<file path="src/rtl/core/client_resource_pool_table_top_assert.svh">
// Assertion macros for the client resource pool table.
`ifndef CLIENT_RESOURCE_POOL_TABLE_TOP_ASSERT_SVH
`define CLIENT_RESOURCE_POOL_TABLE_TOP_ASSERT_SVH

// Same-cycle implication, sampled on clk, off while rst_n is low.
`define CRPT_ASSERT_NOW(label, ante, cons, msg) \
    label: assert property (@(posedge clk) disable iff (!rst_n) (ante) |-> (cons)) \
        else $error(msg);

// Next-cycle implication, sampled on clk, off while rst_n is low.
`define CRPT_ASSERT_NEXT(label, ante, cons, msg) \
    label: assert property (@(posedge clk) disable iff (!rst_n) (ante) |=> (cons)) \
        else $error(msg);

`endif

</file>
<file path="src/rtl/core/crpt_pkg.sv">
// Shared constants and types of the client resource pool table.
`timescale 1ns / 1ps
`default_nettype none

package crpt_pkg;

    localparam int TABLE_DEPTH = 128;
    localparam int IDX_W       = (TABLE_DEPTH > 1) ? $clog2(TABLE_DEPTH) : 1;
    localparam int CNT_W       = $clog2(TABLE_DEPTH + 1);
    localparam int ID_W        = 22;
    localparam int DATA_W      = 16;
    localparam int ENTRY_W     = ID_W + DATA_W;

    localparam logic [CNT_W-1:0] DEPTH_CNT = CNT_W'(TABLE_DEPTH);

    localparam logic [1:0] FN_ATTACH  = 2'd0;
    localparam logic [1:0] FN_DETACH  = 2'd1;
    localparam logic [1:0] FN_REQUEST = 2'd2;
    localparam logic [1:0] FN_RELEASE = 2'd3;

    localparam logic [2:0] ST_OK        = 3'd0;
    localparam logic [2:0] ST_DENIED    = 3'd1;
    localparam logic [2:0] ST_NOT_FOUND = 3'd2;
    localparam logic [2:0] ST_FULL      = 3'd3;
    localparam logic [2:0] ST_DUPLICATE = 3'd4;

    typedef enum logic {
        ALU_ADD,
        ALU_SUB
    } alu_op_t;

    typedef struct packed {
        alu_op_t           op;
        logic [DATA_W-1:0] a;
        logic [DATA_W-1:0] b;
    } alu_req_t;

    typedef struct packed {
        logic [DATA_W-1:0] res;
        logic              flag;
    } alu_rsp_t;

endpackage

`default_nettype wire

</file>
<file path="src/rtl/core/crpt_alu.sv">
// Shared 16-bit add/subtract unit: saturating add with carry, subtract with borrow.
`timescale 1ns / 1ps
`default_nettype none

module crpt_alu
    import crpt_pkg::*;
(
    input  wire alu_req_t req,
    output alu_rsp_t      rsp
);

    logic [DATA_W:0] sum;
    logic [DATA_W:0] diff;

    assign sum  = {1'b0, req.a} + {1'b0, req.b};
    assign diff = {1'b0, req.a} - {1'b0, req.b};

    always_comb
    begin
        case (req.op)
            ALU_ADD:
            begin
                rsp.flag = sum[DATA_W];
                rsp.res  = sum[DATA_W] ? {DATA_W{1'b1}} : sum[DATA_W-1:0];
            end
            ALU_SUB:
            begin
                rsp.flag = diff[DATA_W];
                rsp.res  = diff[DATA_W-1:0];
            end
            default:
            begin
                rsp.flag = 1'b0;
                rsp.res  = '0;
            end
        endcase
    end

endmodule

`default_nettype wire

</file>
<file path="config.mk">
export PLATFORM = sky130hd
export DESIGN_NAME = crpt_alu
export DESIGN_NICKNAME = d
export VERILOG_FILES = /design/src/rtl/core/client_resource_pool_table_top_assert.svh /design/src/rtl/core/crpt_pkg.sv /design/src/rtl/core/crpt_alu.sv
export SDC_FILE = /design/constraint.sdc
export NUM_CORES = 1
export LEC_CHECK = 0
export BUFFER_PORTS_ARGS = -buffer_cell sky130_fd_sc_hd__buf_4
export CORE_AREA = 2 2 64 66
export DETAILED_ROUTE_END_ITERATION = 16
export DIE_AREA = 0 0 66 68
export PLACE_DENSITY_LB_ADDON = 0.3
export SLEW_MARGIN = 20
export SYNTH_ARGS = -nofsm -noshare
export SYNTH_HDL_FRONTEND = slang
export SYNTH_SLANG_ARGS = --single-unit
</file>
<file path="constraint.sdc">
create_clock -name vclk -period 3.9
set_clock_uncertainty 0.1 [all_clocks]
set_input_delay 0.39 -clock vclk [all_inputs]
set_output_delay 0.39 -clock vclk [all_outputs]
set_load 0.01 [all_outputs]
</file>
# Word level (Yosys, flattened, before mapping)
# Index checks and enable logic that the tools add are counted.
# totals
elab_cells	5
in_bits	33
output_inout_bits	17
reg_bits	0
# classes
n_bitwise	1
n_addsub	2
mux	2
# op_table
cell	n
case mux 17 bit (2 select lines)	1
adder 16 x 16 -> 17 bit	1
subtractor 16 x 16 -> 17 bit	1
two-way mux 16 bit	1
inverter 1 bit	1

# Longest topological paths before layout
# Gate-level depths: netlist (run 1).
# logic_depth
ltp_word	3
ltp_mapped	9
mapped_depth_nobuf	9

# Worst setup path before layout (run 1)
# OpenSTA, ideal clock, no wires.
# synth_path
path_type	input to output
start	input port req[10] (netlist bit)
end	output port rsp[15] (netlist bit)
required_ns	3.410
t_arrival_ns	2.419
setup_slack_ns	0.991
path_buffers	1
stages	9
path_cell_list	inv_1 > ha_1 > buf_6 > or2_0 > or4b_1 > a21o_4 > a211oi_4 > a311oi_1 > a41oi_1
# synth_rtl
element	line	source
start: declaration	crpt_alu.sv:8	input wire alu_req_t req,
end: declaration	crpt_alu.sv:9	output alu_rsp_t rsp

==> impl_metrics.py, run 1 <==
metrics = {
    "status": {
        "outcome": "finished, final reports clean",
    },
    "floorplanning": {
        "fp.dieH_um": 68,
        "pin_count": 50,
        "die_x_um": 66,
        "die_area_um2": 4490,
        "core_area_um2": 3860,
        "rows": 23,
        "start_util": 0.479,
    },
    "timing": {
        "rsz0062_at_grt": "no",
        "fin_ws_ns": 0.472,
        "hold_viol": 0,
        "period_share": 0.879,
        "fmax_mhz": 292,
        "fin_tns_setup_ns": 0,
        "slew_headroom": 0.634,
        "drv_slew": 0,
        "setup_viol": 0,
        "worst_slew_pin_slew_ns": 0.541,
        "fin_crit_ns": 3.43,
        "holdWs_ns": 1.07,
    },
    "global_route": {
        "grt_pass1_vias": 1918,
        "grt_util_all_layers": 0.222,
        "antenna_found_initial": 0,
        "grt_start_max_net_pins": 30,
        "grt-ovfl-total": 0,
        "grt_pass1_wl_um": 8240,
    },
    "cells_and_area": {
        "final_core_util": 0.579,
        "n_sequential_cell": 0,
        "design_area_um2": 2230,
        "diodes": 0,
        "drive_above_1_share": 0.203,
        "area_growth_syn_to_layout_pct": 21.0,
        "nNetsFinal": 375,
        "multi_input_area_um2": 1680,
        "fill_cells": 380,
        "ff_latch_area_um2": 0,
        "nClkBuffers": 0,
        "fin_cells": 356,
    },
    "pwr": {
        "power.share.clock": 0,
        "switching_share": 0.545,
        "p_seq_frac": 0,
        "finalPower_mw": 0.377,
        "p_int_mw": 0.172,
        "power_density_nw_per_um2": 169,
        "p_comb_frac": 1.000,
        "switchingPower_mw": 0.206,
        "leakagePower_nw": 1.05,
        "peakVddDrop_uv": 90.8,
    },
    "routing": {
        "wirelength_um": 5070,
        "drt_pass1_iterations": 5,
        "wl_met3_um": 321,
        "drtIter0Drc": 128,
        "wl_per_cell_um": 14.2,
        "highest_layer": "met4",
        "ant_nets": 0,
        "vias": 2119,
        "wl_met2_um": 2470,
        "met1Wirelength_um": 2260,
        "vias_per_cell": 5.95,
        "drc": 0,
    },
    "synth": {
        "synth_area_leaders": "ha_1 (22%), inv_1 (5.5%), a21oi_1 (5.4%)",
        "yosysMostFrequentCell": "ha_1",
        "syn-instance-count": 268,
        "synthTopCellsByCount": "ha_1 (32), inv_1 (27), nor2_1 (23)",
        "syn_area_per_cell_um2": 6.89,
        "ys_seq_area_frac": 0,
        "synth_area_um2": 1850,
        "synth_cell_type_count": 59,
        "synth_top_area_share": 0.217,
        "ys_warn_count": 0,
        "yosys.area.top_type": "ha_1",
        "synth_nets": 335,
    },
    "hold_path": {
        "hold-path-cell-count": 4,
        "min_from": "req[0]",
        "hold_path.class": "input port to output pin",
        "hold_end": "rsp[1]",
    },
    "job": {
        "cap_violations": 0,
    },
    "placed_design": {
        "placed_cells": 356,
        "dp_hpwl_um": 4090,
        "io_buffer_count": 50,
        "gp_congestion": 0.914,
        "placed_cell_area_um2": 2230,
        "dp_slack_ns": 0.559,
    },
    "worst_setup_path": {
        "cp-end-kind": "output pin",
        "path_class": "input port to output pin",
        "cp_max_fo": 15,
        "worst_setup_path_start_kind": "input port",
        "crit_arrival_ns": 2.94,
        "required_ns": 3.41,
    },
    "cts": {
        "cts_setup_buffers": 0,
        "holdBufCountCts": 0,
        "cts_resized": 0,
    },
}
## power groups by stage
stage	clock, mW	sequential [mW]	combinational, mW
2_1_floorplan	0	0	0.242
3_3_place_gp	0	0	0.370
3_5_place_dp	0	0	0.373
4_1_cts	0	0	0.375
5_1_grt	0	0	0.417
6_report	0	0	0.377
## placed cells by master, fill, tap and decap left out, types with 4 or more instances in the layout
| master | count |
|---|---|
| a211oi_1 | 9 |
| a21o_1 | 4 |
| a21oi_1 | 20 |
| buf_4 | 52 |
| ha_1 | 32 |
| inv_1 | 27 |
| mux2i_1 | 4 |
| nand2_1 | 21 |
| nand2b_1 | 5 |
| nor2_1 | 23 |
| nor2b_1 | 7 |
| nor3_1 | 9 |
| o211ai_1 | 6 |
| o21ai_0 | 11 |
| o31a_1 | 4 |
| o31ai_1 | 6 |
| xnor2_1 | 4 |
## metal layers
metal / vias up / track usage
met5: - / 0
met3: 2 / 0.00493
met4: 0 / 0.0204
met2: 87 / 0.417
met1: 952 / 0.297
li1: 1078 / -
## worst max-delay path: stages
cell	delay [ns]
buf_4	0.08
inv_1	0.03
ha_1	0.57
nor2b_1	0.17
o311ai_1	0.51
and4_1	0.41
a21oi_1	0.14
nand2_1	0.28
o21ai_0	0.18
buf_4	0.17
## worst max-delay path by stage
stage | start | endpoint | slack (ns) | cells after the start
floorplan | req[10] | rsp[15] | 0.99 | 9
global placement | req[7] | rsp[10] | 0.54 | 10
detailed placement | req[0] | rsp[0] | 0.56 | 10
CTS | req[7] | rsp[15] | 0.55 | 10
global route | req[0] | rsp[0] | 0.32 | 10
finish | req[8] | rsp[10] | 0.47 | 10
## kinds of logic (layout without fill, tap and decap cells)
group                      Yosys count  count (layout)  synth area share
muxes                                4               4            0.0217
AOI/OAI and AO/OA                   93              93             0.371
xor gates and xnor gates             5               5            0.0237
and+or+nand+nor                     91              91             0.255
adders and majority gates           34              34             0.239
buffers and inverters               41              79            0.0902
## area by class of cell
cell class                      instances  area share
Tap cell                               50      0.0280
Timing Repair Buffer                   52       0.175
Inverter                               27      0.0454
Multi-Input combinational cell        227       0.752
No activity file was read; power rests on OpenSTA's default activity.
==> run 2, diff against run 1 <==
--- a/config.mk
+++ b/config.mk
@@ -9,7 +9,7 @@
 export CORE_AREA = 2 2 64 66
 export DETAILED_ROUTE_END_ITERATION = 16
 export DIE_AREA = 0 0 66 68
-export PLACE_DENSITY_LB_ADDON = 0.3
+export PLACE_DENSITY_LB_ADDON = 0.08
 export SLEW_MARGIN = 20
 export SYNTH_ARGS = -nofsm -noshare
 export SYNTH_HDL_FRONTEND = slang
==> run 2 against run 1 <==
Compared with the run above:
- final cell count increased by 0.56%
- core utilization increased by 0.39 points
- die area unchanged
- first-iteration DRC count increased by 24%
- routed wire length increased by 2.4%
- worst hold slack got worse by 0.014 ns
- design area increased by 0.67%
- sequential cell count unchanged
- worst setup slack improved by 0.021 ns
- sequential share of layout area unchanged
- global-route usage increased by 1.8 points
- power increased by 0.62%
- largest power group unchanged
==> impl_metrics.py, run 2 (same netlist as run 1, synthesis figures left out) <==
metrics = {
    "worst_setup_path": {
        "cp_slowest_cell": "or4b_1",
        "path_class": "input port to output pin",
        "required_ns": 3.41,
        "cp_max_fo": 12,
        "critPathMaxStageDelay_ns": 0.49,
        "worst_setup_path_start_kind": "input port",
        "worstPathCellList": "buf_4, inv_1, ha_1, nor3_2, or4b_1, a21o_4, a211oi_4, a311oi_1, a41oi_1, buf_4",
        "cp-end-kind": "output pin",
        "critPathMostFrequentCell": "buf_4",
        "crit_start": "req[7]",
        "crit_arrival_ns": 2.92,
    },
    "global_route": {
        "grt_start_max_net_pins": 30,
        "grt_pass1_vias": 1877,
        "grt_use_met3": 0.00658,
        "grt_util_all_layers": 0.240,
        "grtUsageMet1": 0.344,
        "grt-ovfl-total": 0,
        "grtUsageMet2": 0.415,
        "grt.busiest_layer": "met2",
        "grt_pass1_wl_um": 8780,
        "antenna_found_initial": 0,
    },
    "cts": {
        "cts_resized": 0,
        "cts_setup_buffers": 0,
        "holdBufCountCts": 0,
    },
    "timing": {
        "drv_slew": 0,
        "rsz0062_at_grt": "no",
        "hold_viol": 0,
        "fin_crit_ns": 3.41,
        "holdWs_ns": 1.05,
        "setup_viol": 0,
        "worst_slew_pin_slew_ns": 0.525,
        "fin_ws_ns": 0.493,
        "slew_headroom": 0.646,
        "fin_tns_setup_ns": 0,
        "fmax_mhz": 294,
        "period_share": 0.874,
    },
    "routing": {
        "wirelength_um": 5200,
        "wl_per_cell_um": 14.5,
        "drc": 0,
        "ant_nets": 0,
        "drt_pass1_iterations": 4,
        "vias": 2101,
        "vias_per_cell": 5.87,
        "drtIter0Drc": 159,
    },
    "floorplanning": {
        "die_x_um": 66,
        "core_area_um2": 3860,
        "rows": 23,
        "fp.dieH_um": 68,
        "die_area_um2": 4490,
        "pin_count": 50,
        "start_util": 0.479,
    },
    "cells_and_area": {
        "drive_above_1_share": 0.208,
        "fill_cells": 400,
        "nClkBuffers": 0,
        "nNetsFinal": 377,
        "final_common_cell": "buf_4",
        "final_cell_mix": "buf_4 (54), ha_1 (32), inv_1 (27)",
        "fin_cells": 358,
        "area_growth_syn_to_layout_pct": 21.8,
        "multi_input_area_um2": 1680,
        "ff_latch_area_um2": 0,
        "diodes": 0,
        "n_sequential_cell": 0,
    },
    "placed_design": {
        "dp_hpwl_um": 4160,
        "gp_congestion": 0.915,
        "io_buffer_count": 50,
        "dp_slack_ns": 0.527,
        "placed_cells": 358,
    },
    "status": {
        "outcome": "finished, final reports clean",
    },
    "pwr": {
        "power_density_nw_per_um2": 169,
        "peakVddDrop_uv": 81.9,
        "leakagePower_nw": 1.06,
        "finalPower_mw": 0.380,
    },
    "job": {
        "cap_violations": 0,
    },
    "hold_path": {
        "hold_path.class": "input port to output pin",
        "hold_end": "rsp[1]",
        "hold-path-cell-count": 4,
        "min_from": "req[0]",
    },
}
run 2: cell types whose count changed in the layout (fill, tap and decap cells not counted):
cell / change
buf_4: +2
run 2: routing by layer:
layer / routed length [um] / up-vias / share of wire
met5: 0 / - / 0
met4: 53 / 0 / 0.010
met3: 189 / 9 / 0.036
met2: 2480 / 53 / 0.48
met1: 2470 / 962 / 0.48
li1: - / 1077 / -
run 2: power breakdown:
part	leakage (nW)	internal, mW	switching [mW]
clock	0	0	0
sequential	0	0	0
combinational	1.06	0.174	0.206
run 2: worst max-delay path by stage:
stage	to	slack [ns]	cells past startpoint
2_1_floorplan	rsp[15]	0.99	9
3_3_place_gp	rsp[0]	0.50	10
3_5_place_dp	rsp[15]	0.53	10
4_1_cts	rsp[15]	0.51	10
5_1_grt	rsp[0]	0.25	10
6_report	rsp[15]	0.49	10
run 2: stage by stage:
step	utilization	instance area (um2)
6_report	0.583	2250
5_1_grt	0.583	2250
4_1_cts	0.583	2250
3_5_place_dp	0.583	2250
3_3_place_gp	0.583	2250
2_1_floorplan	-	1850
run 2: layout make-up:
type | count | area share
repair buffers | 54 | 0.180
well taps | 50 | 0.0278
multi-input cells | 227 | 0.747
inverters | 27 | 0.0451
run 2: worst max-delay path: cells and delay by family:
family / cells / cell delay [ns]
buf+inv: 3 / 0.26
fa+ha+maj: 1 / 0.45
simple gates: 2 / 0.84
compound gates: 4 / 0.97
==> run 3, diff against run 2 <==
==> constraint.sdc (replaced) <==
create_clock -name vclk -period 2.9
set_clock_uncertainty 0.1 [all_clocks]
set_input_delay 0.29 -clock vclk [all_inputs]
set_output_delay 0.29 -clock vclk [all_outputs]
set_load 0.01 [all_outputs]
==> run 3 against run 2 <==
Compared with the run above:
- routed wire length is 14% higher
- critical path depth is 1 higher
- design area is 16% higher
- worst setup slack worse by 0.48 ns
- sequential share of layout area stayed put
- die area stayed put
- count of clock-buffer cells in the layout stayed put
- sequential cell count stayed put
- worst hold slack worse by 0.19 ns
- via count is 7.2% higher
- global-route usage is 2.0 points higher
- final cell count is 7.5% higher
==> impl_metrics.py, run 3 (same netlist as run 1, synthesis figures left out) <==
metrics = {
    "status": {
        "outcome": "finished, final reports clean",
    },
    "pwr": {
        "peakVddDrop_uv": 158,
        "power_density_nw_per_um2": 233,
        "finalPower_mw": 0.607,
        "leakagePower_nw": 1.22,
    },
    "timing": {
        "setup_viol": 0,
        "holdWs_ns": 0.860,
        "hold_viol": 0,
        "worst_slew_pin_slew_ns": 0.519,
        "slew_headroom": 0.650,
        "period_share": 0.995,
        "rsz0062_at_grt": "yes",
        "fmax_mhz": 347,
        "drv_slew": 0,
        "fin_crit_ns": 2.89,
        "fin_ws_ns": 0.0147,
    },
    "floorplanning": {
        "fp.dieH_um": 68,
        "rows": 23,
        "die_x_um": 66,
        "die_area_um2": 4490,
        "pin_count": 50,
        "core_area_um2": 3860,
        "start_util": 0.479,
    },
    "global_route": {
        "grt_util_all_layers": 0.260,
        "grt_pass1_wl_um": 9470,
        "grt_start_max_net_pins": 30,
        "grt-ovfl-total": 0,
        "grt_pass1_vias": 2065,
        "antenna_found_initial": 0,
    },
    "cells_and_area": {
        "final_core_util": 0.675,
        "fill_cells": 377,
        "design_area_um2": 2600,
        "ff_latch_area_um2": 0,
        "diodes": 0,
        "final_common_cell": "buf_4",
        "n_sequential_cell": 0,
        "nNetsFinal": 404,
        "area_growth_syn_to_layout_pct": 41.1,
        "drive_above_1_share": 0.355,
        "final_cell_mix": "buf_4 (80), ha_1 (27), inv_1 (26)",
        "nClkBuffers": 0,
    },
    "placed_design": {
        "gp_congestion": 0.946,
        "dp_hpwl_um": 4680,
        "placed_cell_area_um2": 2440,
        "dp_slack_ns": -0.100,
        "io_buffer_count": 50,
    },
    "worst_setup_path": {
        "worstSetupEndpoint": "rsp[15]",
        "cp-end-kind": "output pin",
        "cp_max_fo": 8,
        "path_class": "input port to output pin",
        "crit_start": "req[9]",
        "worst_setup_path_start_kind": "input port",
        "required_ns": 2.51,
        "crit_arrival_ns": 2.50,
    },
    "routing": {
        "drc": 0,
        "ant_nets": 0,
        "vias": 2252,
        "drtIter0Drc": 184,
        "wirelength_um": 5930,
        "vias_per_cell": 5.85,
        "wl_per_cell_um": 15.4,
        "drt_pass1_iterations": 4,
    },
    "hold_path": {
        "hold_path.class": "input port to output pin",
    },
    "cts": {
        "holdBufCountCts": 0,
    },
    "job": {
        "cap_violations": 0,
    },
}
run 3: final cells by class:
cell class	instances	area, um2	area share
Multi-Input combinational cell	227	1830	0.702
Timing Repair Buffer	81	612	0.235
Inverter	27	101	0.0389
Tap cell	50	62.6	0.0240
run 3: through the flow:
step | cells | setup TNS (ns)
after floorplan | 268 | 0
after global placement | 383 | -0.0764
after detailed placement | 383 | -0.232
after CTS | 384 | 0
after global routing | 385 | -0.0908
final | 385 | 0
run 3: metal layers:
| metal | global-route usage | part of all wire | vias up |
|---|---|---|---|
| met5 | 0 | 0 | - |
| li1 | - | - | 1128 |
| met1 | 0.349 | 0.46 | 1051 |
| met3 | 0.00493 | 0.046 | 4 |
| met4 | 0.0255 | 0.0052 | 0 |
| met2 | 0.484 | 0.49 | 69 |
run 3: worst min-delay path by stage:
stage | from | to | slack [ns] | depth (start not counted)
4_1_cts | req[0] | rsp[1] | 0.86 | 4
2_1_floorplan | req[0] | rsp[1] | 0.66 | 2
3_3_place_gp | req[0] | rsp[1] | 0.86 | 4
6_report | req[0] | rsp[1] | 0.86 | 4
5_1_grt | req[0] | rsp[1] | 0.88 | 4
3_5_place_dp | req[0] | rsp[1] | 0.86 | 4
run 3: report_power, final:
part / total (mW) / switching [mW] / internal [mW]
sequential: 0 / 0 / 0
combinational: 0.607 / 0.314 / 0.293
clock: 0 / 0 / 0
total: 0.607 / 0.314 / 0.293
run 3: what timing repair did:
item	4_1_cts	5_1_grt
endpoints found under the hold margin	0	0
resized for setup	6	31
setup buffers	1	1
setup endpoints to repair	6	17
pin swaps	1	14
run 3: worst max-delay path: stages:
cell and delay (ns):
buf_4 0.09, inv_1 0.03, ha_1 0.32, nor3_2 0.24
or4b_4 0.49, a21o_4 0.23, a211oi_4 0.25, buf_6 0.16
nor2_2 0.04, a41oi_1 0.21, buf_4 0.15
