[config.mk]
export PLATFORM = sky130hd
export DESIGN_NAME = crpt_ram
export DESIGN_NICKNAME = d
export VERILOG_FILES = /design/src/rtl/core/client_resource_pool_table_top_assert.svh /design/src/rtl/core/crpt_ram.sv
export SDC_FILE = /design/constraint.sdc
export NUM_CORES = 1
export LEC_CHECK = 0
export ABC_AREA = 1
export BUFFER_PORTS_ARGS = -buffer_cell sky130_fd_sc_hd__buf_2
export CAP_MARGIN = 20
export CORE_ASPECT_RATIO = 0.75
export CORE_MARGIN = 2
export CORE_UTILIZATION = 65
export DETAILED_ROUTE_END_ITERATION = 8
export PLACE_DENSITY = 0.93
export SKIP_CTS_REPAIR_TIMING = 1
export SLEW_MARGIN = 30
export SYNTH_ARGS = -nofsm -noshare
export SYNTH_HDL_FRONTEND = slang
export SYNTH_SLANG_ARGS = --single-unit
[constraint.sdc]
create_clock -name clk -period 3.6 [get_ports clk]
set_clock_uncertainty 0.2 [all_clocks]
set_input_delay 0.36 -clock clk [delete_from_list [all_inputs] [get_ports clk]]
set_output_delay 0.36 -clock clk [all_outputs]
set_load 0.1 [all_outputs]
[src/rtl/core/client_resource_pool_table_top_assert.svh]
// Assertion macros for the client resource pool table.
`ifndef CLIENT_RESOURCE_POOL_TABLE_TOP_ASSERT_SVH
`define CLIENT_RESOURCE_POOL_TABLE_TOP_ASSERT_SVH

// Same-cycle implication, sampled on clk, off while rst_n is low.
`define CRPT_ASSERT_NOW(label, ante, cons, msg) \
    label: assert property (@(posedge clk) disable iff (!rst_n) (ante) |-> (cons)) \
        else $error(msg);

// Next-cycle implication, sampled on clk, off while rst_n is low.
`define CRPT_ASSERT_NEXT(label, ante, cons, msg) \
    label: assert property (@(posedge clk) disable iff (!rst_n) (ante) |=> (cons)) \
        else $error(msg);

`endif

[src/rtl/core/crpt_ram.sv]
// Generic single-port-write, single-port-read RAM with registered read.
`timescale 1ns / 1ps
`default_nettype none

module crpt_ram #(
    parameter int WIDTH = 8,
    parameter int DEPTH = 16
) (
    input  wire logic                                       clk,
    input  wire logic                                       we,
    input  wire logic [((DEPTH > 1) ? $clog2(DEPTH) : 1)-1:0] waddr,
    input  wire logic [WIDTH-1:0]                           wdata,
    input  wire logic [((DEPTH > 1) ? $clog2(DEPTH) : 1)-1:0] raddr,
    output logic      [WIDTH-1:0]                           rdata
);

    logic [WIDTH-1:0] mem [DEPTH];

    always_ff @(posedge clk)
    begin
        if (we)
        begin
            mem[waddr] <= wdata;
        end
        rdata <= mem[raddr];
    end

endmodule

`default_nettype wire

### Word-level counts from Yosys, hierarchy flattened

Memories as Yosys holds them, arrays and structs flattened. A register that Yosys moved wholly into a read port is not among the register bits.
Index checks and enable logic that the tools add are counted.

* register bits: 0
* bits in writable memories: 128
* bits of input ports: 18
* output and inout bits: 8
* word-level logic and storage cells: 3
* memories kept: 1

* muxes and demuxes: 2

Memory list
* mem: words 16, bits a word 8, read ports 1, clocked after Yosys merged registers in 1, wr ports 1, line crpt_ram.sv:17 `logic [WIDTH-1:0] mem [DEPTH];`

Operators with widths (count)
* $mux W1: 2

### Depth between registers and ports, before layout

Gate-level depths: netlist of the first run.

* depth after elaboration: 2
* depth in mapped cells: 8
* mapped depth without buffers: 7

### Worst setup path before layout of the first run

No wires, ideal clock.

* path type: input to register
* from: input waddr[2] in the netlist's numbering
* to: memory mem[10][0] (enable)
* setup time: 0.370 ns
* arrival: 0.941 ns
* data required time: 3.030 ns
* slack: 2.089 ns
* cell stages on the path: 2
* path buffers: 0
* cells stage by stage: nand3b_1 nor2_1

RTL lines
* start: declaration: line crpt_ram.sv:11 `input wire logic [((DEPTH > 1) ? $clog2(DEPTH) : 1)-1:0] waddr,`
* end: declaration: line crpt_ram.sv:17

Straight into the memory's write port.

### Final worst setup path of the first run

* from: register rdata[3] (read register of mem)
* to: output rdata[3]

RTL lines
* start: declaration: line crpt_ram.sv:14 `output logic [WIDTH-1:0] rdata`

No word-level cell between the ends.

==> results of run 1 <==
## through the flow
step | setup slack [ns] | cell area (um^2) | utilization (%)
6_report | 1.826 | 6446 | 75.60
4_1_cts | 1.821 | 6444 | 75.57
5_1_grt | 1.745 | 6446 | 75.60
2_1_floorplan | 2.089 | 5767 | -
3_5_place_dp | 1.477 | 5876 | 68.91
3_3_place_gp | 1.466 | 5876 | 68.91
## sequential cells by signal, indices dropped and copies added (netlist names)
| name | cells |
|---|---|
| rdata | 8 |
| mem | 128 |
## path summary, 6_finish.rpt
kind	from	endpoint	slack (ns)	cells after the start
setup reg to reg	mem[3][7]$_DFFE_PP_	rdata[7]$_DFF_P_	2.36	6
setup / recovery	rdata[3]$_DFF_P_	rdata[3]	1.83	1
hold reg to reg	mem[7][7]$_DFFE_PP_	rdata[7]$_DFF_P_	0.47	6
hold / removal	raddr[3]	rdata[2]$_DFF_P_	0.11	3
## cell families after synthesis
group | count (synthesis) | synth area share, %
buf+inv | 126 | 9.525
flops | 136 | 69.43
simple gates | 289 | 21.05
## cells in the mapped netlist, drive strengths merged
master,number,area [um^2]
buf,24,166.4
dfxtp,8,160.2
edfxtp,128,3844
inv,102,382.9
nand2,173,649.4
nand3,97,485.5
nand3b,2,15.01
nor2,17,63.81
## layout make-up
class / count / area (um^2) / share of cell area (%)
clock inverter: 13 / 135.1 / 2.096
inverter: 102 / 382.9 / 5.939
timing repair buffer: 27 / 140.1 / 2.174
sequential: 136 / 4004 / 62.11
clock buffer: 19 / 432.9 / 6.716
tap: 108 / 135.1 / 2.096
multi-input combinational: 289 / 1216 / 18.87
## worst min-delay path, cell delays in order
cell and delay (ns):
buf_2 0.17, nand3_1 0.10, nand2_1 0.04
## power breakdown
group | switching, mW | leakage [nW] | internal (mW) | total, mW
Sequential | 0.0120 | 1.22 | 1.77 | 1.78
Combinational | 0.226 | 1.30 | 0.0557 | 0.281
Clock | 0.619 | 0.284 | 1.07 | 1.69
## routing by layer
metal  up-vias  global-route usage (%)
li1       1818                       -
met5         -                       0
met3        32                   11.10
met1      1830                   42.89
met2       306                   41.75
met4         0                   11.64
## cell usage in the layout, fill, tap and decap left out, drive strengths merged
cell    instances
clkbuf         19
clkinv         10
edfxtp        128
nand3          97
dfxtp           8
nand3b          2
nand2         173
buf            27
nor2           17
bufinv          3
inv           102
==> run_results.csv, run 1 <==
group,metric,value,unit
outcome,outcome,"completed",
drt,drt-total-wl,13210,um
final_layout,fin_nets,591,
worst_setup_path,crit_type,"reg2out",
final_layout,num_antenna_cells,0,
timing,final_hold_viol_count,0,
timing,fin_crit_sh,49.28,%
drt,drt_iter0_drc,925,
drt,wl_met3,1948,um
power,vdd_drop_max,0.5265,mV
place,gp_congestion,0.9147,
cts,numClockSinks,136,
hold_path,min_path_type,"in2reg",
timing,fmax,563.6,MHz
timing,tns,0,ns
worst_setup_path,start_kind,"register",
drt,dr.pass1.iters,6,
cts,insertion_delay,0.42,ns
global_routing,grt_pass1_wl,20300,um
synth,yosysWarnings,0,
timing,worstMarginPinSlew,0.9799,ns
global_routing,gr-total-overflow,0,
global_routing,grt_pass1_vias,3779,
cts,cts-root-buf,"clkbuf_16",
synth,yosysSeqAreaShare,69.43,%
cts,path_clk_slew,0.05,ns
synth,ys_types,12,
global_routing,antenna_found_initial,0,
timing,whs,0.1091,ns
power,power_leakage,2.808,nW
drt,dr_wl_met2,5744,um
drt,top_layer,"met4",
final_layout,syn_to_final_growth,11.78,%
final_layout,fillCellCount,543,
floorplan,dieArea,0.009649,mm^2
floorplan,die_w,112.8,um
drt,avgRoutedWirePerCell,19.03,um
floorplan,io_pins,26,
place,dp.cells,662,
drt,wl_met1,5244,um
synth,synth_nets,569,
worst_setup_path,end_kind,"primary output",
worst_setup_path,crit_arrival,1.21,ns
worst_setup_path,worst-path-buf-inv,1,
global_routing,grt_max_degree,65,
timing,relSlewSlack,34.43,%
worst_setup_path,crit_fanout,1,
drt,drt.antenna.violating_nets,0,
worst_setup_path,crit_family,"buffers and inverters",
power,power,3.752,mW
worst_setup_path,crit_required,3.04,ns
final_layout,fin_cells,694,
worst_setup_path,path_cells,"buf_2",
synth,avgSynthCellArea,10.47,um^2
cts,cts_max_level,4,
floorplan,rows,29,
worst_setup_path,slowest_stage,"buf_2",
power,powerDensity,582.0,mW/mm^2
synth,syn_area,0.005767,mm^2
timing,rsz0062_at_grt,"false",
cts,cts_buffer_depth,2,
timing,layout_min_cycle_time,1.774,ns
drt,via_count,3986,
global_routing,grt_usage,29.73,%
cts,cts_tree,"yes",
place,dp_hpwl,8011,um
final_layout,drive_above_1_share,9.556,%
drt,viasPerCell,5.744,
floorplan,fp.dieH,85.57,um
place,port_buffers,25,
timing,slew_viol_final,0,
timing,setup_viol,0,
synth,netlist_instances,551,
synth,ys_ff_latch,136,
run,maxCapViolations,0,
drt,drc,0,
worst_setup_path,slowest_delay,0.44,ns
floorplan,start_util,67.63,%
floorplan,core-area,0.008527,mm^2
cts,numCtsBuffers,17,
Note: power is estimated with default switching activity, not from simulation.
==> run 2, diff against run 1 <==
--- a/config.mk
+++ b/config.mk
@@ -10,9 +10,9 @@
 export CAP_MARGIN = 20
 export CORE_ASPECT_RATIO = 0.75
 export CORE_MARGIN = 2
-export CORE_UTILIZATION = 65
+export CORE_UTILIZATION = 55
 export DETAILED_ROUTE_END_ITERATION = 8
-export PLACE_DENSITY = 0.93
+export PLACE_DENSITY = 0.84
 export SKIP_CTS_REPAIR_TIMING = 1
 export SLEW_MARGIN = 30
 export SYNTH_ARGS = -nofsm -noshare
==> constraint.sdc (replaced) <==
create_clock -name clk -period 1.5 [get_ports clk]
set_clock_uncertainty 0.2 [all_clocks]
set_input_delay 0.15 -clock clk [delete_from_list [all_inputs] [get_ports clk]]
set_output_delay 0.15 -clock clk [all_outputs]
set_load 0.1 [all_outputs]
==> run_results.csv, run 2 (synthesis gave the netlist of run 1 again) <==
group,metric,value,unit
outcome,outcome,"completed",
power,seqPwrFrac,45.9,%
floorplan,start_util,56.26,%
floorplan,fp.dieH,92.68,um
power,powerDensity,1356,mW/mm^2
power,clkPwrFrac,46.0,%
drt,drt-total-wl,13480,um
power,comb_power_share,8.1,%
timing,final_hold_viol_count,0,
power,power_leakage,3.017,nW
final_layout,multi_input_area,0.001214,mm^2
floorplan,die_w,122.2,um
final_layout,final_cell_mix,"173 x nand2_1, 128 x edfxtp_1, 100 x inv_1",
drt,dr.pass1.iters,7,
final_layout,finalInstanceArea,0.006868,mm^2
final_layout,drive_above_1_share,13.87,%
cts,numClockSinks,136,
timing,rsz0062_at_grt,"false",
timing,setup_viol,0,
global_routing,grt_max_degree,33,
place,dp_hpwl,8105,um
final_layout,num_antenna_cells,0,
timing,fin_crit_sh,96.26,%
timing,worstMarginPinSlew,0.4202,ns
power,vdd_drop_max,1.068,mV
worst_setup_path,crit_fanout,1,
final_layout,top_register,"mem",
final_layout,fin_nets,625,
hold_path,whs_path_depth,6,
floorplan,core-area,0.01025,mm^2
place,placed_cell_area,0.006148,mm^2
cts,insertion_delay,0.42,ns
final_layout,syn_to_final_growth,19.09,%
timing,tns,0,ns
place,port_buffers,25,
global_routing,grt_pass1_vias,3815,
place,gp_congestion,0.8621,
power,p_switching,2.114,mW
cts,cts_buffer_depth,2,
worst_setup_path,crit_family,"flip-flops",
worst_setup_path,worst-path-buf-inv,1,
power,power,9.316,mW
cts,cts-root-buf,"clkbuf_16",
global_routing,grt_usage,25.87,%
final_layout,layout_commonest_cell,"nand2_1",
run,maxCapViolations,0,
hold_path,min_path_type,"in2reg",
cts,cts_max_level,4,
floorplan,dieArea,0.01133,mm^2
floorplan,io_pins,26,
worst_setup_path,crit_required,1.15,ns
timing,relSlewSlack,71.98,%
worst_setup_path,cp.depth,1,
worst_setup_path,start_kind,"register",
worst_setup_path,slowest_delay,0.37,ns
drt,drt_iter0_drc,556,
timing,layout_min_cycle_time,1.444,ns
worst_setup_path,end_kind,"primary output",
timing,slew_viol_final,0,
final_layout,top_regs,"mem (128), rdata (8)",
power,p_int,7.202,mW
drt,avgRoutedWirePerCell,17.83,um
drt,via_count,4062,
timing,fmax,692.6,MHz
cts,numCtsBuffers,17,
global_routing,grt_pass1_wl,20890,um
worst_setup_path,crit_arrival,1.09,ns
drt,drc,0,
worst_setup_path,slowest_stage,"dfxtp_1",
cts,path_clk_slew,0.05,ns
global_routing,antenna_found_initial,0,
cts,cts_tree,"yes",
drt,viasPerCell,5.373,
final_layout,largest_reg_flops,128,
final_layout,fillCellCount,773,
global_routing,gr-total-overflow,0,
final_layout,ff_latch_area,0.004004,mm^2
floorplan,rows,32,
drt,drt.antenna.violating_nets,0,
power,switching_share,22.70,%
worst_setup_path,path_cells,"buf_4",
worst_setup_path,crit_type,"reg2out",
worst_setup_path,reg2regPathDepth,6,
run 2: cell count changes in the layout (fill, tap and decap cells not counted):
| cell | previous run | this run |
|---|---|---|
| buf_12 | 0 | 4 |
| buf_2 | 25 | 17 |
| buf_4 | 2 | 26 |
| bufinv_16 | 3 | 4 |
| clkbuf_1 | 2 | 0 |
| clkbuf_4 | 0 | 5 |
| clkinv_1 | 4 | 0 |
| clkinv_2 | 6 | 8 |
| clkinv_4 | 0 | 1 |
| clkinvlp_4 | 0 | 2 |
| dlygate4sd3_1 | 0 | 9 |
| nor2_1 | 16 | 17 |
| nor2_2 | 1 | 0 |
run 2: area by class of cell:
class	count	share of cell area, %
clock buffer	17	6.194
clock inverter	15	2.678
inverter	102	5.575
multi-input combinational	289	17.67
sequential	136	58.30
tap	136	2.478
timing repair buffer	61	7.105
run 2: per-stage QoR:
step	worst slack [ns]	hold slack (ns)	util, %	cells
2_1_floorplan	0.1992	0.04887	-	551
3_3_place_gp	0.1369	0.3460	59.99	715
3_5_place_dp	0.07984	0.3548	59.99	715
4_1_cts	-0.08100	-0.09035	65.93	747
5_1_grt	0.02246	0.1187	67.00	756
6_report	0.05614	0.1110	67.00	756
run 2: worst min-delay path, delay by kind of cell:
family                 cells  cell delay [ns]
and+or+nand+nor            3             0.23
buffers and inverters      3             0.31
run 2: worst paths after layout:
path                   startpoint                to  slack [ns]
max              rdata[5]$_DFF_P_          rdata[5]        0.06
min                      raddr[2]  rdata[2]$_DFF_P_        0.11
max reg2reg   mem[0][3]$_DFFE_PP_  rdata[3]$_DFF_P_        0.26
min reg2reg  mem[12][2]$_DFFE_PP_  rdata[2]$_DFF_P_        0.48
run 2: power groups by stage:
stage	Sequential (mW)	Clock, mW	Combinational (mW)
floorplan	4.53	0	0.300
global route	4.28	4.50	0.806
CTS	4.28	4.32	0.718
detailed placement	4.36	0	0.707
global placement	4.35	0	0.689
finish	4.28	4.28	0.753
run 2: metal layers:
metal | routed length (um) | global-route usage (%)
met5 | 0 | 0
met4 | 248 | 9.674
met3 | 1490 | 8.867
met2 | 5985 | 36.76
met1 | 5753 | 37.04
==> run 3, diff against run 2 <==
--- a/config.mk
+++ b/config.mk
@@ -5,14 +5,13 @@
 export SDC_FILE = /design/constraint.sdc
 export NUM_CORES = 1
 export LEC_CHECK = 0
-export ABC_AREA = 1
 export BUFFER_PORTS_ARGS = -buffer_cell sky130_fd_sc_hd__buf_2
 export CAP_MARGIN = 20
 export CORE_ASPECT_RATIO = 0.75
 export CORE_MARGIN = 2
-export CORE_UTILIZATION = 55
+export CORE_UTILIZATION = 54
 export DETAILED_ROUTE_END_ITERATION = 8
-export PLACE_DENSITY = 0.84
+export PLACE_DENSITY = 0.83
 export SKIP_CTS_REPAIR_TIMING = 1
 export SLEW_MARGIN = 30
 export SYNTH_ARGS = -nofsm -noshare
==> run_results.csv, run 3 <==
group,metric,value,unit
drt,drc,0,
timing,layout_min_cycle_time,1.476,ns
timing,setup_ws,0.02390,ns
timing,rsz0062_at_grt,"true",
synth,synthAdderAreaFrac,0,%
place,dp_slack,-0.2333,ns
floorplan,fp.dieH,88.56,um
synth,synth_top_cell_by_area,"edfxtp_1",
cts,insertion_delay,0.42,ns
drt,viasPerCell,5.704,
drt,drt-total-wl,9716,um
power,p_int,7.154,mW
power,clkPwrFrac,45.7,%
final_layout,num_antenna_cells,0,
power,vdd_drop_max,1.450,mV
synth,yosysMostFrequentCell,"edfxtp_1",
synth,async_flop_share,0,%
final_layout,finalInstanceArea,0.006294,mm^2
place,gp_congestion,0.7774,
final_layout,syn_to_final_growth,22.27,%
cts,cts-root-buf,"clkbuf_16",
run,maxCapViolations,0,
global_routing,grt_max_degree,20,
cts,numCtsBuffers,17,
final_layout,fin_nets,313,
final_layout,largest_reg_flops,128,
cts,cts_tree,"yes",
synth,syn_area,0.005147,mm^2
global_routing,gr-total-overflow,0,
synth,synth_top_family_by_area,"multiplexers",
power,power_leakage,2.139,nW
final_layout,layout_commonest_cell,"edfxtp_1",
timing,relSlewSlack,38.87,%
synth,synth_edf_count,128,
floorplan,start_util,56.20,%
synth,netlist_instances,229,
final_layout,fin_util,68.72,%
cts,numClockSinks,136,
synth,synth_mux_area_share,15.02,%
timing,fin_crit_sh,98.41,%
hold_path,min_path_type,"in2reg",
power,p_switching,1.899,mW
synth,yosysWarnings,0,
synth,synth_common_cells,"128 x edfxtp_1, 18 x mux4_2, 16 x a22oi_1",
floorplan,core-area,0.009159,mm^2
floorplan,dieArea,0.01034,mm^2
outcome,outcome,"completed",
place,dp_hpwl,6071,um
place,dp.cells,396,
final_layout,top_register,"mem",
global_routing,grt_usage,20.86,%
floorplan,die_w,116.7,um
worst_setup_path,end_kind,"register",
synth,synth-simple-area-share,3.184,%
floorplan,io_pins,26,
global_routing,grt_pass1_wl,14500,um
synth,synth-compound-area-share,2.333,%
drt,drt.antenna.violating_nets,0,
synth,synthTopCellsByArea,"edfxtp_1 75%, mux4_2 7.9%, mux4_1 7.1%",
synth,ys_ff_latch,136,
worst_setup_path,crit_required,1.60,ns
power,powerDensity,1439,mW/mm^2
final_layout,fillCellCount,600,
worst_setup_path,start_kind,"register",
worst_setup_path,crit_type,"reg2reg",
global_routing,grt_pass1_vias,2520,
synth,synth_top_flop_cell,"edfxtp_1",
timing,setup_viol,0,
cts,path_clk_slew,0.06,ns
worst_setup_path,crit_arrival,1.57,ns
drt,drt_iter0_drc,216,
floorplan,rows,30,
timing,slew_viol_final,0,
drt,avgRoutedWirePerCell,22.28,um
cts,cts_max_level,4,
power,switching_share,20.98,%
synth,yosysSeqAreaShare,77.78,%
power,comb_power_share,7.0,%
power,seqPwrFrac,47.3,%
synth,synth-xor-area-share,0,%
drt,via_count,2487,
timing,final_hold_viol_count,0,
place,placed_cell_area,0.005579,mm^2
drt,dr.pass1.iters,4,
final_layout,fin_cells,436,
final_layout,top_regs,"mem (128), rdata (8)",
timing,worstMarginPinSlew,0.9135,ns
cts,cts_buffer_depth,2,
synth,synth_nets,247,
global_routing,antenna_found_initial,0,
worst_setup_path,crit_fanout,1,
timing,fmax,677.5,MHz
final_layout,drive_above_1_share,37.66,%
place,port_buffers,25,
synth,ys_types,19,
final_layout,final_cell_mix,"128 x edfxtp_1, 25 x mux4_2, 24 x buf_4",
synth,avgSynthCellArea,22.48,um^2
synth,synth_top_cell_area_share,74.67,%
-- run 3: changes by cell type after synthesis, sizes merged --
cell	before	now
buf	24	7
nand2	173	9
a22oi	0	16
or3b	0	1
and2	0	1
and2b	0	1
inv	102	0
mux4	0	32
nor3	0	4
clkdlybuf4s25	0	3
nor2	17	13
nor2b	0	1
nand2b	0	2
nand3	97	1
-- run 3: worst paths after layout --
path | to | depth (start not counted) | start | slack (ns)
max | rdata[4]$_DFF_P_ | 3 | mem[11][4]$_DFFE_PP_ | 0.02
min | mem[8][6]$_DFFE_PP_ | 3 | waddr[1] | 0.11
max reg2reg | rdata[4]$_DFF_P_ | 3 | mem[11][4]$_DFFE_PP_ | 0.02
min reg2reg | rdata[2]$_DFF_P_ | 3 | mem[7][2]$_DFFE_PP_ | 0.46
-- run 3: cell families after synthesis --
| group | after synthesis |
|---|---|
| AOI/OAI and AO/OA | 16 |
| buffers and inverters | 10 |
| DFF | 136 |
| muxes | 32 |
| and+or+nand+nor | 35 |
-- run 3: power by group through the flow --
| stage | registers (mW) | clock network (mW) | logic, mW |
|---|---|---|---|
| 2_1_floorplan | 4.53 | 0 | 0.217 |
| 3_3_place_gp | 4.35 | 0 | 0.573 |
| 3_5_place_dp | 4.36 | 0 | 0.589 |
| 4_1_cts | 4.28 | 4.20 | 0.591 |
| 5_1_grt | 4.29 | 4.38 | 0.673 |
| 6_report | 4.28 | 4.14 | 0.636 |
-- run 3: layout make-up --
type	instances	area (um^2)	area share (%)
clock buffers	23	467.9	7.435
repair buffers	57	442.9	7.038
multi-input cells	83	1096	17.42
well taps	128	160.2	2.545
clock inverters	9	122.6	1.948
flip-flops and latches	136	4004	63.62
-- run 3: stage by stage --
| step | hold slack, ns | TNS (ns) | total power [mW] |
|---|---|---|---|
| after global routing | 0.1110 | -0.02972 | 9.342 |
| after global placement | 0.3375 | -4.012 | 4.925 |
| after detailed placement | 0.3517 | -5.526 | 4.946 |
| final | 0.1145 | 0 | 9.054 |
| after floorplan | 0.04887 | -3.583 | 4.747 |
| after CTS | -0.09312 | -0.4214 | 9.076 |
-- run 3: worst max-delay path, cell delays in order, from the launching register on --
cell and delay [ns]:
edfxtp_1 0.37, mux4_1 0.50, a22oi_2 0.21, nand2_1 0.08
-- run 3: metal layers --
metal,share of wire [%],track usage [%]
met5,0,0
met2,47,29.80
met4,0.84,6.738
met3,9.6,7.740
met1,43,30.47
